### config.mk
export PLATFORM = sky130hd
export DESIGN_NAME = pulse_count_backlight_dimmer_flat
export DESIGN_NICKNAME = d
export VERILOG_FILES = /design/src/hw/rtl/pcbd_pkg.sv /design/src/hw/rtl/pcbd_if.sv /design/src/hw/rtl/pulse_count_backlight_dimmer.sv /design/src/hw/rtl/pcbd_ctrl.sv /design/src/hw/rtl/pcbd_datapath.sv /design/src/flat_wrapper.sv
export VERILOG_INCLUDE_DIRS = /design/src /design/src/hw/rtl
export SDC_FILE = /design/constraint.sdc
export NUM_CORES = 1
export LEC_CHECK = 0
export ABC_AREA = 0
export ABC_CLOCK_PERIOD_IN_PS = 3300
export BUFFER_PORTS_ARGS = -buffer_cell sky130_fd_sc_hd__buf_2
export CAP_MARGIN = 40
export CORE_AREA = 4 4 107 129
export CTS_BUF_LIST = sky130_fd_sc_hd__clkbuf_4 sky130_fd_sc_hd__clkbuf_8
export CTS_CLUSTER_SIZE = 24
export DETAILED_ROUTE_END_ITERATION = 10
export DIE_AREA = 0 0 111 133
export GPL_ROUTABILITY_DRIVEN = 0
export GPL_TIMING_DRIVEN = 0
export PLACE_DENSITY_LB_ADDON = 0.25
export SLEW_MARGIN = 20
export SYNTH_ARGS = -nofsm -noshare
export SYNTH_HDL_FRONTEND = slang
export SYNTH_SLANG_ARGS = --single-unit
### constraint.sdc
create_clock -name clk -period 3.3 [get_ports clk]
set_clock_uncertainty 0.15 [all_clocks]
set_input_delay 0.495 -clock clk [delete_from_list [all_inputs] [get_ports clk]]
set_output_delay 0.495 -clock clk [all_outputs]
set_load 0.02 [all_outputs]
### src/hw/rtl/pulse_count_backlight_dimmer_defines.svh
// assertion macros of the dimmer rtl, used by pcbd_datapath
// no dependencies; define NO_ASSERTIONS to compile the checks out
`ifndef PULSE_COUNT_BACKLIGHT_DIMMER_DEFINES_SVH
`define PULSE_COUNT_BACKLIGHT_DIMMER_DEFINES_SVH

`ifndef NO_ASSERTIONS
// same-cycle implication
`define PCBD_ASSERT_IMP(lbl, ante, cons) \
    lbl: assert property (@(posedge clk) disable iff (!rst_n) (ante) |-> (cons)) \
        else $error("pcbd: same-cycle check failed");
// next-cycle implication
`define PCBD_ASSERT_NXT(lbl, ante, cons) \
    lbl: assert property (@(posedge clk) disable iff (!rst_n) (ante) |=> (cons)) \
        else $error("pcbd: next-cycle check failed");
`else
`define PCBD_ASSERT_IMP(lbl, ante, cons)
`define PCBD_ASSERT_NXT(lbl, ante, cons)
`endif

`endif

### src/hw/rtl/pcbd_pkg.sv
// shared constants, codes and types of the pulse-count dimmer
// no dependencies
`timescale 1ns / 1ps

package pcbd_pkg;

    localparam int NUM_STEPS_DEF = 16;
    localparam int FULL_SCALE    = 768;
    localparam int BOOT_STEP     = 5;

    localparam int BRIGHT_W   = 10;
    localparam int HOLD_W     = 16;
    localparam int CFG_DATA_W = 16;
    localparam int CFG_IDX_W  = 2;

    // register indexes
    localparam logic [CFG_IDX_W-1:0] CFG_START_HOLD = 2'd0;
    localparam logic [CFG_IDX_W-1:0] CFG_PULSE_LOW  = 2'd1;
    localparam logic [CFG_IDX_W-1:0] CFG_PULSE_HIGH = 2'd2;
    localparam logic [CFG_IDX_W-1:0] CFG_OFF_HOLD   = 2'd3;

    // register reset values
    localparam logic [HOLD_W-1:0] START_HOLD_RST = 16'd30;
    localparam logic [HOLD_W-1:0] PULSE_LOW_RST  = 16'd2;
    localparam logic [HOLD_W-1:0] PULSE_HIGH_RST = 16'd1;
    localparam logic [HOLD_W-1:0] OFF_HOLD_RST   = 16'd3000;

    // pin action to load into the output register
    typedef enum logic [2:0] {
        ACT_NONE,
        ACT_OFF,
        ACT_START,
        ACT_LOW,
        ACT_HIGH
    } pcbd_act_t;

    typedef struct packed {
        logic      capture;
        logic      start;
        pcbd_act_t act;
    } pcbd_cmd_t;

    typedef struct packed {
        logic is_off;
        logic unchanged;
        logic was_on;
        logic cnt_zero;
        logic cnt_one;
        logic out_free;
    } pcbd_stat_t;

endpackage

### src/hw/rtl/pcbd_if.sv
// request and pin-action channel interfaces of the dimmer
// depends on pcbd_pkg
`timescale 1ns / 1ps

interface pcbd_req_if;
    import pcbd_pkg::*;

    logic                valid;
    logic                ready;
    logic [BRIGHT_W-1:0] brightness;

    modport source (output valid, output brightness, input ready);
    modport sink (input valid, input brightness, output ready);
endinterface

interface pcbd_act_if;
    import pcbd_pkg::*;

    logic              valid;
    logic              ready;
    logic              pin_level;
    logic [HOLD_W-1:0] hold_us;
    logic              last_action;

    modport source (output valid, output pin_level, output hold_us, output last_action,
                    input ready);
    modport sink (input valid, input pin_level, input hold_us, input last_action,
                  output ready);
endinterface

### src/hw/rtl/pulse_count_backlight_dimmer.sv
// pulse-count dimmer for a single-wire led driver
// depends on pcbd_pkg, pcbd_req_if, pcbd_act_if, pcbd_ctrl and pcbd_datapath
`timescale 1ns / 1ps
//
// usage:
// - req carries one brightness request (0 is off); it is taken when valid and ready
//   are both high, and ready is high only while no request is being worked on
// - act carries the pin actions of a request: level, hold time, and a last flag
//   on the final action of the run; an unchanged step gives no actions at all
// - the four timing registers are written on cfg_we with cfg_index/cfg_data; the user
//   must write them only while the block is idle, which the block does not enforce
// sequence and throughput:
// - the request is taken and mapped in the idle state, decided in the decide state,
//   then one action per cycle goes into the output register while it is free,
//   paced by the single action sequencer
// - ready returns as the last action is loaded, so the next request overlaps
//   with that action waiting in the output register
// reset:
// - timing registers take their defaults, the driver is taken as on at the
//   boot step (5, capped at NUM_STEPS), and the output register is empty
// stalls:
// - while act ready is low the output register holds its action and the
//   sequencer waits; nothing is dropped or repeated
//
module pulse_count_backlight_dimmer #(
    parameter int NUM_STEPS = pcbd_pkg::NUM_STEPS_DEF
) (
    input  logic                              clk,
    input  logic                              rst_n,
    input  logic                              cfg_we,
    input  logic [pcbd_pkg::CFG_IDX_W-1:0]    cfg_index,
    input  logic [pcbd_pkg::CFG_DATA_W-1:0]   cfg_data,
    pcbd_req_if.sink                          req,
    pcbd_act_if.source                        act
);
    import pcbd_pkg::*;

    pcbd_cmd_t  cmd;
    pcbd_stat_t stat;

    pcbd_ctrl u_ctrl (
        .clk       (clk),
        .rst_n     (rst_n),
        .req_valid (req.valid),
        .req_ready (req.ready),
        .stat      (stat),
        .cmd       (cmd)
    );

    pcbd_datapath #(
        .NUM_STEPS (NUM_STEPS)
    ) u_datapath (
        .clk         (clk),
        .rst_n       (rst_n),
        .cfg_we      (cfg_we),
        .cfg_index   (cfg_index),
        .cfg_data    (cfg_data),
        .brightness  (req.brightness),
        .cmd         (cmd),
        .stat        (stat),
        .act_ready   (act.ready),
        .act_valid   (act.valid),
        .pin_level   (act.pin_level),
        .hold_us     (act.hold_us),
        .last_action (act.last_action)
    );

endmodule

### src/hw/rtl/pcbd_ctrl.sv
// sequencer of the dimmer: walks each request through its run of pin actions
// depends on pcbd_pkg
`timescale 1ns / 1ps

module pcbd_ctrl (
    input  logic                   clk,
    input  logic                   rst_n,
    input  logic                   req_valid,
    output logic                   req_ready,
    input  pcbd_pkg::pcbd_stat_t   stat,
    output pcbd_pkg::pcbd_cmd_t    cmd
);
    import pcbd_pkg::*;

    typedef enum logic [2:0] {
        ST_IDLE,
        ST_DECIDE,
        ST_OFF,
        ST_START,
        ST_LOW,
        ST_HIGH
    } state_t;

    state_t state_reg;
    state_t state_next;

    always_comb
    begin
        state_next  = state_reg;
        cmd.capture = 1'b0;
        cmd.start   = 1'b0;
        cmd.act     = ACT_NONE;
        req_ready   = 1'b0;
        case (state_reg)
            ST_IDLE:
            begin
                req_ready = 1'b1;
                if (req_valid)
                begin
                    cmd.capture = 1'b1;
                    state_next  = ST_DECIDE;
                end
            end
            ST_DECIDE:
            begin
                if (stat.is_off)
                begin
                    cmd.start  = 1'b1;
                    state_next = ST_OFF;
                end
                else if (stat.unchanged)
                begin
                    state_next = ST_IDLE;
                end
                else
                begin
                    cmd.start  = 1'b1;
                    state_next = stat.was_on ? ST_LOW : ST_START;
                end
            end
            ST_OFF:
            begin
                if (stat.out_free)
                begin
                    cmd.act    = ACT_OFF;
                    state_next = ST_IDLE;
                end
            end
            ST_START:
            begin
                if (stat.out_free)
                begin
                    cmd.act    = ACT_START;
                    state_next = stat.cnt_zero ? ST_IDLE : ST_LOW;
                end
            end
            ST_LOW:
            begin
                if (stat.out_free)
                begin
                    cmd.act    = ACT_LOW;
                    state_next = ST_HIGH;
                end
            end
            ST_HIGH:
            begin
                if (stat.out_free)
                begin
                    cmd.act    = ACT_HIGH;
                    state_next = stat.cnt_one ? ST_IDLE : ST_LOW;
                end
            end
            default:
            begin
                state_next = ST_IDLE;
            end
        endcase
    end

    always_ff @(posedge clk or negedge rst_n)
    begin
        if (!rst_n)
        begin
            state_reg <= ST_IDLE;
        end
        else
        begin
            state_reg <= state_next;
        end
    end

endmodule

### src/hw/rtl/pcbd_datapath.sv
// dimmer datapath: timing registers, step mapping, driver state, pulse counter, output register
// depends on pcbd_pkg and the assertion macros header
`timescale 1ns / 1ps
`include "pulse_count_backlight_dimmer_defines.svh"

module pcbd_datapath #(
    parameter int NUM_STEPS = pcbd_pkg::NUM_STEPS_DEF
) (
    input  logic                              clk,
    input  logic                              rst_n,
    input  logic                              cfg_we,
    input  logic [pcbd_pkg::CFG_IDX_W-1:0]    cfg_index,
    input  logic [pcbd_pkg::CFG_DATA_W-1:0]   cfg_data,
    input  logic [pcbd_pkg::BRIGHT_W-1:0]     brightness,
    input  pcbd_pkg::pcbd_cmd_t               cmd,
    output pcbd_pkg::pcbd_stat_t              stat,
    input  logic                              act_ready,
    output logic                              act_valid,
    output logic                              pin_level,
    output logic [pcbd_pkg::HOLD_W-1:0]       hold_us,
    output logic                              last_action
);
    import pcbd_pkg::*;

    localparam int SPAN   = FULL_SCALE / NUM_STEPS;
    localparam int STEP_W = $clog2(NUM_STEPS + 1);
    localparam int CNT_W  = (NUM_STEPS > 2) ? $clog2(NUM_STEPS) : 1;
    localparam int BOOT   = (BOOT_STEP < NUM_STEPS) ? BOOT_STEP : NUM_STEPS;

    logic [HOLD_W-1:0] start_hold_reg;
    logic [HOLD_W-1:0] pulse_low_reg;
    logic [HOLD_W-1:0] pulse_high_reg;
    logic [HOLD_W-1:0] off_hold_reg;

    logic              is_off_reg;
    logic [STEP_W-1:0] new_step_reg;
    logic [STEP_W-1:0] new_step_next;
    logic [STEP_W-1:0] cur_step_reg;
    logic              driver_on_reg;
    logic [CNT_W-1:0]  pcnt_reg;
    logic [CNT_W-1:0]  pcnt_next;

    logic              act_valid_reg;
    logic              pin_level_reg;
    logic [HOLD_W-1:0] hold_us_reg;
    logic              last_action_reg;
    logic              out_free;

    // configuration writes
    always_ff @(posedge clk or negedge rst_n)
    begin
        if (!rst_n)
        begin
            start_hold_reg <= START_HOLD_RST;
            pulse_low_reg  <= PULSE_LOW_RST;
            pulse_high_reg <= PULSE_HIGH_RST;
            off_hold_reg   <= OFF_HOLD_RST;
        end
        else if (cfg_we)
        begin
            case (cfg_index)
                CFG_START_HOLD: start_hold_reg <= cfg_data;
                CFG_PULSE_LOW:  pulse_low_reg  <= cfg_data;
                CFG_PULSE_HIGH: pulse_high_reg <= cfg_data;
                CFG_OFF_HOLD:   off_hold_reg   <= cfg_data;
                default:        ;
            endcase
        end
    end

    // brightness to step: thresholds at multiples of the span, highest match wins; steps count down
    always_comb
    begin
        logic [STEP_W-1:0] q;
        q = '0;
        for (int k = 1; k <= NUM_STEPS; k++)
        begin
            if (brightness >= BRIGHT_W'(k * SPAN))
            begin
                q = STEP_W'(k);
            end
        end
        if (q == '0)
        begin
            new_step_next = STEP_W'(NUM_STEPS);
        end
        else if ((q >= STEP_W'(NUM_STEPS)) || (brightness > BRIGHT_W'(FULL_SCALE)))
        begin
            new_step_next = STEP_W'(1);
        end
        else
        begin
            new_step_next = STEP_W'(NUM_STEPS + 1) - q;
        end
    end

    always_ff @(posedge clk)
    begin
        if (cmd.capture)
        begin
            is_off_reg   <= (brightness == '0);
            new_step_reg <= new_step_next;
        end
    end

    // pulse count: wrapping forward distance, or step-1 when waking
    always_comb
    begin
        logic [STEP_W:0] diff;
        if (!driver_on_reg)
        begin
            diff = {1'b0, new_step_reg} - (STEP_W+1)'(1);
        end
        else if (new_step_reg > cur_step_reg)
        begin
            diff = {1'b0, new_step_reg} - {1'b0, cur_step_reg};
        end
        else
        begin
            diff = {1'b0, new_step_reg} + (STEP_W+1)'(NUM_STEPS) - {1'b0, cur_step_reg};
        end
        pcnt_next = diff[CNT_W-1:0];
    end

    always_ff @(posedge clk or negedge rst_n)
    begin
        if (!rst_n)
        begin
            cur_step_reg  <= STEP_W'(BOOT);
            driver_on_reg <= 1'b1;
        end
        else if (cmd.start)
        begin
            if (is_off_reg)
            begin
                cur_step_reg  <= '0;
                driver_on_reg <= 1'b0;
            end
            else
            begin
                cur_step_reg  <= new_step_reg;
                driver_on_reg <= 1'b1;
            end
        end
    end

    always_ff @(posedge clk)
    begin
        if (cmd.start)
        begin
            pcnt_reg <= pcnt_next;
        end
        else if (cmd.act == ACT_HIGH)
        begin
            pcnt_reg <= pcnt_reg - CNT_W'(1);
        end
    end

    // output register
    assign out_free = !act_valid_reg || act_ready;

    always_ff @(posedge clk or negedge rst_n)
    begin
        if (!rst_n)
        begin
            act_valid_reg <= 1'b0;
        end
        else if (cmd.act != ACT_NONE)
        begin
            act_valid_reg <= 1'b1;
        end
        else if (act_ready)
        begin
            act_valid_reg <= 1'b0;
        end
    end

    always_ff @(posedge clk)
    begin
        case (cmd.act)
            ACT_OFF:
            begin
                pin_level_reg   <= 1'b0;
                hold_us_reg     <= off_hold_reg;
                last_action_reg <= 1'b1;
            end
            ACT_START:
            begin
                pin_level_reg   <= 1'b1;
                hold_us_reg     <= start_hold_reg;
                last_action_reg <= (pcnt_reg == '0);
            end
            ACT_LOW:
            begin
                pin_level_reg   <= 1'b0;
                hold_us_reg     <= pulse_low_reg;
                last_action_reg <= 1'b0;
            end
            ACT_HIGH:
            begin
                pin_level_reg   <= 1'b1;
                hold_us_reg     <= pulse_high_reg;
                last_action_reg <= (pcnt_reg == CNT_W'(1));
            end
            default:
            begin
            end
        endcase
    end

    assign act_valid   = act_valid_reg;
    assign pin_level   = pin_level_reg;
    assign hold_us     = hold_us_reg;
    assign last_action = last_action_reg;

    assign stat.is_off    = is_off_reg;
    assign stat.unchanged = driver_on_reg && (new_step_reg == cur_step_reg);
    assign stat.was_on    = driver_on_reg;
    assign stat.cnt_zero  = (pcnt_reg == '0);
    assign stat.cnt_one   = (pcnt_reg == CNT_W'(1));
    assign stat.out_free  = out_free;

    `PCBD_ASSERT_IMP(a_no_overwrite, cmd.act != ACT_NONE, out_free)
    `PCBD_ASSERT_IMP(a_off_step_zero, !driver_on_reg, cur_step_reg == '0)
    `PCBD_ASSERT_IMP(a_on_step_range, driver_on_reg, (cur_step_reg != '0) && (cur_step_reg <= STEP_W'(NUM_STEPS)))
    `PCBD_ASSERT_IMP(a_pulse_left, (cmd.act == ACT_LOW) || (cmd.act == ACT_HIGH), pcnt_reg != '0)
    `PCBD_ASSERT_NXT(a_emit_valid, cmd.act != ACT_NONE, act_valid_reg)

endmodule
### src/flat_wrapper.sv
// flat-port wrapper written by rule: the top's interface ports become plain ports
module pulse_count_backlight_dimmer_flat import pcbd_pkg::*;
#(
    parameter int NUM_STEPS = pcbd_pkg::NUM_STEPS_DEF
)
  (clk, rst_n, cfg_we, cfg_index, cfg_data, req_valid, req_brightness, req_ready, act_valid, act_pin_level, act_hold_us, act_last_action, act_ready);
  pcbd_req_if req_i ();
  pcbd_act_if act_i ();
  input  logic clk;
  input  logic rst_n;
  input  logic cfg_we;
  input  logic [pcbd_pkg::CFG_IDX_W-1:0] cfg_index;
  input  logic [pcbd_pkg::CFG_DATA_W-1:0] cfg_data;
  input wire logic [$bits(req_i.valid)-1:0] req_valid;
  input wire logic [$bits(req_i.brightness)-1:0] req_brightness;
  output wire logic [$bits(req_i.ready)-1:0] req_ready;
  output wire logic [$bits(act_i.valid)-1:0] act_valid;
  output wire logic [$bits(act_i.pin_level)-1:0] act_pin_level;
  output wire logic [$bits(act_i.hold_us)-1:0] act_hold_us;
  output wire logic [$bits(act_i.last_action)-1:0] act_last_action;
  input wire logic [$bits(act_i.ready)-1:0] act_ready;
  assign req_i.valid = req_valid;
  assign req_i.brightness = req_brightness;
  assign req_ready = req_i.ready;
  assign act_valid = act_i.valid;
  assign act_pin_level = act_i.pin_level;
  assign act_hold_us = act_i.hold_us;
  assign act_last_action = act_i.last_action;
  assign act_i.ready = act_ready;
  pulse_count_backlight_dimmer #(.NUM_STEPS(NUM_STEPS)) u_core (.clk(clk), .rst_n(rst_n), .cfg_we(cfg_we), .cfg_index(cfg_index), .cfg_data(cfg_data), .req(req_i), .act(act_i));
endmodule
==> flow_metrics.tcl, run 1 <==
set metrics [dict create \
    syn_to_final_growth_pct 13.9 \
    synth.area.top_cells "dfrtp_1 30%, edfxtp_1 17%, mux2_2 14%" \
    die_h_um 133 \
    insertion_delay_ns 0.36 \
    arrival_ns 2.46 \
    dp.cells 596 \
    fmax_mhz 391 \
    clkTransAtPathRegs_ns 0.10 \
    syn_area_um2 4910 \
    cp_max_fo 10 \
    layout.cells.non_filler 613 \
    ys_warn_count 0 \
    powerDensity_nw_per_um2 770 \
    finalWorstPathRequiredPeriod_ns 2.56 \
    worstMarginPinSlew_ns 0.661 \
    hold_path_class "in -> reg" \
    status "completed" \
    cts_resized 0 \
    synth-edff-count 28 \
    drcViolationCount 0 \
    antenna_found_initial 1 \
    synth_top_area_share 0.295 \
    grt_use_total 0.142 \
    start_util 0.391 \
    synth-async-reset-ratio 0.725 \
    grt-ovfl-total 0 \
    ys_seq_area_frac 0.552 \
    drive_above_1_share 0.383 \
    end_kind "flop" \
    core_um2 12600 \
    yosysTopAreaCell "dfrtp_1" \
    path_class "reg -> reg" \
    finalSetupTns_ns 0 \
    setup_viol 0 \
    drv_cap 0 \
    cts.path.max_buffers 2 \
    dpl.hpwl_um 7050 \
    synthFlopType "dfrtp_1" \
    io_pins 53 \
    cts_inserted_buffers 9 \
    finalNetCount 485 \
    synth_area_per_cell_um2 12.9 \
    fin_crit_sh 0.774 \
    grt_max_degree 60 \
    diodes 0 \
    hold_viol 0 \
    grt_pass1_wl_um 16800 \
    syn_inst 380 \
    ys_types 51 \
    drtIter0Drc 130 \
    grt_pass1_vias 3330 \
    synth_fp_nets 421 \
    viasPerCell 5.20 \
    synth-seq-cells 102 \
    first_pass_iters 4 \
    slew_violations 0 \
    worstPathRequired_ns 3.21 \
    start_kind "flop" \
    ir_worst_vdd_uv 241 \
    drt_wl_total_um 10200 \
    die-width_um 111 \
    root_buffer "clkbuf_8" \
    drtAntennaViolNets 0 \
    num_vias 3190 \
    h-tree-depth 3 \
    leakage_uw 0.00235 \
    die_area_um2 14800 \
    rsz0062_at_grt "no" \
    portBuffers 50 \
    avgRoutedWirePerCell_um 16.6 \
    cts_sinks 102 \
    num_rows 45 \
    timing.slew.headroom 0.557 \
    cts_tree "yes" \
]
-- layout by cell type, fill, tap and decap left out, types with 2 or more instances in the layout --
| cell | instances |
|---|---|
| nor3_1 | 5 |
| a21o_1 | 3 |
| a21oi_1 | 13 |
| nand3b_1 | 2 |
| nor2_1 | 32 |
| o21ai_0 | 11 |
| buf_2 | 58 |
| buf_4 | 6 |
| nand2b_1 | 7 |
| o22ai_1 | 4 |
| mux2i_1 | 20 |
| clkbuf_1 | 6 |
| buf_6 | 4 |
| ha_1 | 7 |
| inv_6 | 2 |
| nor3b_1 | 2 |
| clkbuf_4 | 3 |
| a221oi_1 | 2 |
| nand2_1 | 9 |
| xnor2_1 | 9 |
| o31ai_1 | 3 |
| edfxtp_1 | 28 |
| and2_1 | 2 |
| mux2_2 | 63 |
| nor4_1 | 2 |
| inv_1 | 12 |
| a31oi_1 | 3 |
| a221o_1 | 16 |
| dfstp_2 | 16 |
| clkbuf_8 | 9 |
| nor2_2 | 2 |
| nand3_1 | 4 |
| dfrtp_1 | 58 |
| a211oi_1 | 2 |
-- stage by stage --
step / hold WS [ns] / setup slack, ns / power, uW / cell area (um2) / utilization
2_1_floorplan: 0.0494 / 1.04 / 3150 / 4910 / -
6_report: 0.248 / 0.744 / 4310 / 5600 / 0.446
4_1_cts: 0.232 / 0.733 / 4380 / 5600 / 0.446
3_3_place_gp: 0.318 / 0.620 / 3560 / 5370 / 0.428
3_5_place_dp: 0.235 / 0.748 / 3630 / 5410 / 0.431
5_1_grt: 0.238 / 0.590 / 4610 / 5600 / 0.446
-- report_power, final --
part | total [uW] | internal [uW] | switching (uW)
Sequential | 1940 | 1780 | 163
Combinational | 1640 | 699 | 941
Clock | 726 | 305 | 421
Total | 4310 | 2790 | 1520
-- Yosys cell counts (all sizes together), types with 6 or more instances --
| master | instances |
|---|---|
| a21oi | 13 |
| a221o | 16 |
| buf | 17 |
| clkbuf | 6 |
| dfrtp | 58 |
| dfstp | 16 |
| edfxtp | 28 |
| ha | 7 |
| inv | 12 |
| mux2 | 64 |
| mux2i | 20 |
| nand2 | 9 |
| nand2b | 7 |
| nor2 | 35 |
| nor3 | 6 |
| o21ai | 11 |
| xnor2 | 9 |
-- critical path, cell delays in order (launching register included) --
cell and delay (ns):
dfstp_2 0.54, inv_1 0.04, ha_1 0.32, and3_1 0.18, nand3_1 0.15, o31ai_4 0.44
buf_6 0.21, o21ai_0 0.22
-- final cells by class --
| cell class | count | area [um2] |
|---|---|---|
| Buffer | 23 | 139 |
| Clock buffer | 12 | 146 |
| Clock inverter | 4 | 28.8 |
| Fill cell | 1162 | 6960 |
| Inverter | 12 | 45.0 |
| Multi-Input combinational cell | 243 | 2020 |
| Sequential cell | 102 | 2710 |
| Tap cell | 164 | 205 |
| Timing Repair Buffer | 53 | 302 |
-- cells by family (layout without fill, tap and decap cells) --
family / after synthesis / after routing / synth area share
AO/OA/AOI/OAI: 64 / 64 / 0.0970
XOR/XNOR: 10 / 10 / 0.0178
adder cells (fa/ha/maj): 9 / 9 / 0.0239
buffers and inverters: 35 / 104 / 0.0374
flip-flops: 102 / 102 / 0.552
multiplexers: 84 / 84 / 0.187
AND/OR/NAND/NOR: 76 / 76 / 0.0843
-- routing by layer --
layer	vias up	global-route usage	part of all wire
met5	-	0	0.0013
met4	2	0.0493	0.013
met3	12	0.0325	0.045
met2	66	0.250	0.51
met1	1583	0.172	0.43
li1	1527	-	-
-- path summary, 6_finish.rpt --
kind / endpoint / start / cells past startpoint / slack [ns]
worst min-delay path: u_core.u_datapath.start_hold_reg[5] / cfg_data[5] / 2 / 0.25
worst min register to register: u_core.u_datapath.cur_step_reg[0] / u_core.u_datapath.cur_step_reg[0] / 2 / 0.34
max in group asynchronous: u_core.u_datapath.start_hold_reg[3] / rst_n / 3 / 2.01
worst max register to register: u_core.u_datapath.pcnt_reg[0] / u_core.u_datapath.cur_step_reg[2] / 7 / 0.74
worst max-delay path: u_core.u_datapath.pcnt_reg[0] / u_core.u_datapath.cur_step_reg[2] / 7 / 0.74
min in group asynchronous: u_core.u_datapath.act_valid / rst_n / 2 / 0.39
-- repair_timing --
item                      4_1_cts  5_1_grt
hold endpoints to repair       10        0
hold buffers                    1        0
setup buffers                   0        0
No activity file was read; power rests on OpenSTA's default activity.
==> run 2, diff against run 1 <==
Settings changed: ABC_CLOCK_PERIOD_IN_PS 3300 to 2340.
Clock period 3.3 ns to 2.34 ns, I/O delays scaled along.
==> flow_metrics.tcl, run 2 (synthesis results as in run 1) <==
set metrics [dict create \
    diodes 0 \
    antenna_found_initial 1 \
    grt_pass1_wl_um 16800 \
    critPathMaxStageDelay_ns 0.54 \
    hold_viol 0 \
    finalNetCount 486 \
    fmax_mhz 453 \
    rsz0062_at_grt "no" \
    comb_power_share 0.383 \
    hold_path_class "in -> reg" \
    portBuffers 50 \
    setup_viol 0 \
    grt-ovfl-total 0 \
    drcViolationCount 0 \
    grt_max_degree 60 \
    worstPathRequired_ns 2.30 \
    cts_tree "yes" \
    root_buffer "clkbuf_8" \
    drive_above_1_share 0.387 \
    critPathSlowestCell "dfstp_2" \
    grt_pass1_vias 3337 \
    die_h_um 133 \
    cts_inserted_buffers 9 \
    drv_cap 0 \
    clkTransAtPathRegs_ns 0.10 \
    path_class "reg -> reg" \
    final_cell_mix "63 x mux2_2, 58 x buf_2, 58 x dfrtp_1" \
    arrival_ns 2.17 \
    worstMarginPinSlew_ns 0.654 \
    cts_sinks 102 \
    drt_wl_total_um 10200 \
    critPathBufInv 2 \
    timing.slew.headroom 0.562 \
    drtIter0Drc 110 \
    drtAntennaViolNets 0 \
    avgRoutedWirePerCell_um 16.6 \
    start_util 0.391 \
    num_rows 45 \
    p_sw_frac 0.354 \
    start_kind "flop" \
    total_power_uw 6110 \
    worst_slack_ns 0.135 \
    powerDensity_nw_per_um2 1090 \
    die-width_um 111 \
    cts.path.max_buffers 2 \
    fill_cells 1160 \
    pwr-share-seq 0.449 \
    grt_use_total 0.143 \
    p_sw_uw 2160 \
    leakage_uw 0.00236 \
    h-tree-depth 3 \
    core_um2 12600 \
    first_pass_iters 4 \
    cp_max_fo 10 \
    finalWorstPathRequiredPeriod_ns 2.21 \
    dpl.hpwl_um 7050 \
    power_frac_clock 0.168 \
    syn_to_final_growth_pct 14.2 \
    end_kind "flop" \
    fin_crit_sh 0.942 \
    ir_worst_vdd_uv 341 \
    status "completed" \
    power.internal_uw 3950 \
    viasPerCell 5.25 \
    slew_violations 0 \
    cp_top_family "flip-flops" \
    insertion_delay_ns 0.37 \
    io_pins 53 \
    path_cells "inv_1 -> ha_1 -> and3_1 -> nand3_1 -> o31ai_4 -> buf_6 -> o21ai_2" \
    place_ws_ns -0.212 \
    num_vias 3221 \
    final_common_cell "mux2_2" \
    die_area_um2 14800 \
]
## run 2: changes by cell type in the layout (fill, tap and decap cells not counted), sizes merged
cell  change
buf       +1
## run 2: per-layer routing
layer / global-route usage / wire (um)
met2: 0.251 / 5200
met5: 0 / 13
met3: 0.0325 / 491
met1: 0.172 / 4380
met4: 0.0493 / 133
## run 2: power groups by stage
stage | clock (uW) | sequential (uW) | combinational, uW
floorplan | 0 | 2960 | 1470
global placement | 0 | 2760 | 2270
detailed placement | 0 | 2780 | 2340
CTS | 1070 | 2750 | 2380
global route | 1130 | 2810 | 2590
finish | 1030 | 2740 | 2340
## run 2: final timing paths
check	start	endpoint	slack [ns]	depth (start not counted)
setup / recovery	u_core.u_datapath.cur_step_reg[2]	u_core.u_datapath.pcnt_reg[0]	0.13	7
hold / removal	cfg_data[5]	u_core.u_datapath.start_hold_reg[5]	0.11	2
setup reg to reg	u_core.u_datapath.cur_step_reg[2]	u_core.u_datapath.pcnt_reg[0]	0.13	7
hold reg to reg	u_core.u_datapath.cur_step_reg[0]	u_core.u_datapath.cur_step_reg[0]	0.34	2
max in group asynchronous	rst_n	u_core.u_datapath.off_hold_reg[7]	1.19	3
min in group asynchronous	rst_n	u_core.u_datapath.act_valid	0.24	2
## run 2: worst register-to-register path, delay by kind of cell, from the launching register on
family / cells / cell delay (ns)
adder cells (fa/ha/maj): 1 / 0.32
AND/OR/NAND/NOR: 2 / 0.33
buffers and inverters: 2 / 0.23
AO/OA/AOI/OAI: 2 / 0.38
flip-flops: 1 / 0.54
## run 2: area by class of cell
| type | count | area, um2 | area share |
|---|---|---|---|
| Sequential cell | 102 | 2710 | 0.483 |
| Multi-Input combinational cell | 243 | 2020 | 0.360 |
| Timing Repair Buffer | 54 | 313 | 0.0557 |
| Tap cell | 164 | 205 | 0.0366 |
| Clock buffer | 12 | 146 | 0.0261 |
| Buffer | 23 | 139 | 0.0247 |
| Inverter | 12 | 45.0 | 0.00802 |
| Clock inverter | 4 | 28.8 | 0.00513 |
## run 2: per-stage QoR
step                instances  setup TNS (ns)  hold WS [ns]  instance area [um2]  utilization
floorplan                 380               0       -0.0946                 4910            -
global placement          594           -4.53         0.318                 5370        0.428
detailed placement        596          -0.865        0.0907                 5410        0.431
CTS                       614               0        0.0883                 5610        0.446
global route              614               0        0.0937                 5610        0.447
finish                    614               0         0.106                 5610        0.447
## run 2: timing repair
item                                   CTS  global route
pin swaps                                1             1
setup buffers                            1             0
hold buffers                             1             0
endpoints found under the hold margin   15             0
resized for setup                        1             2
setup endpoints to repair                7             5
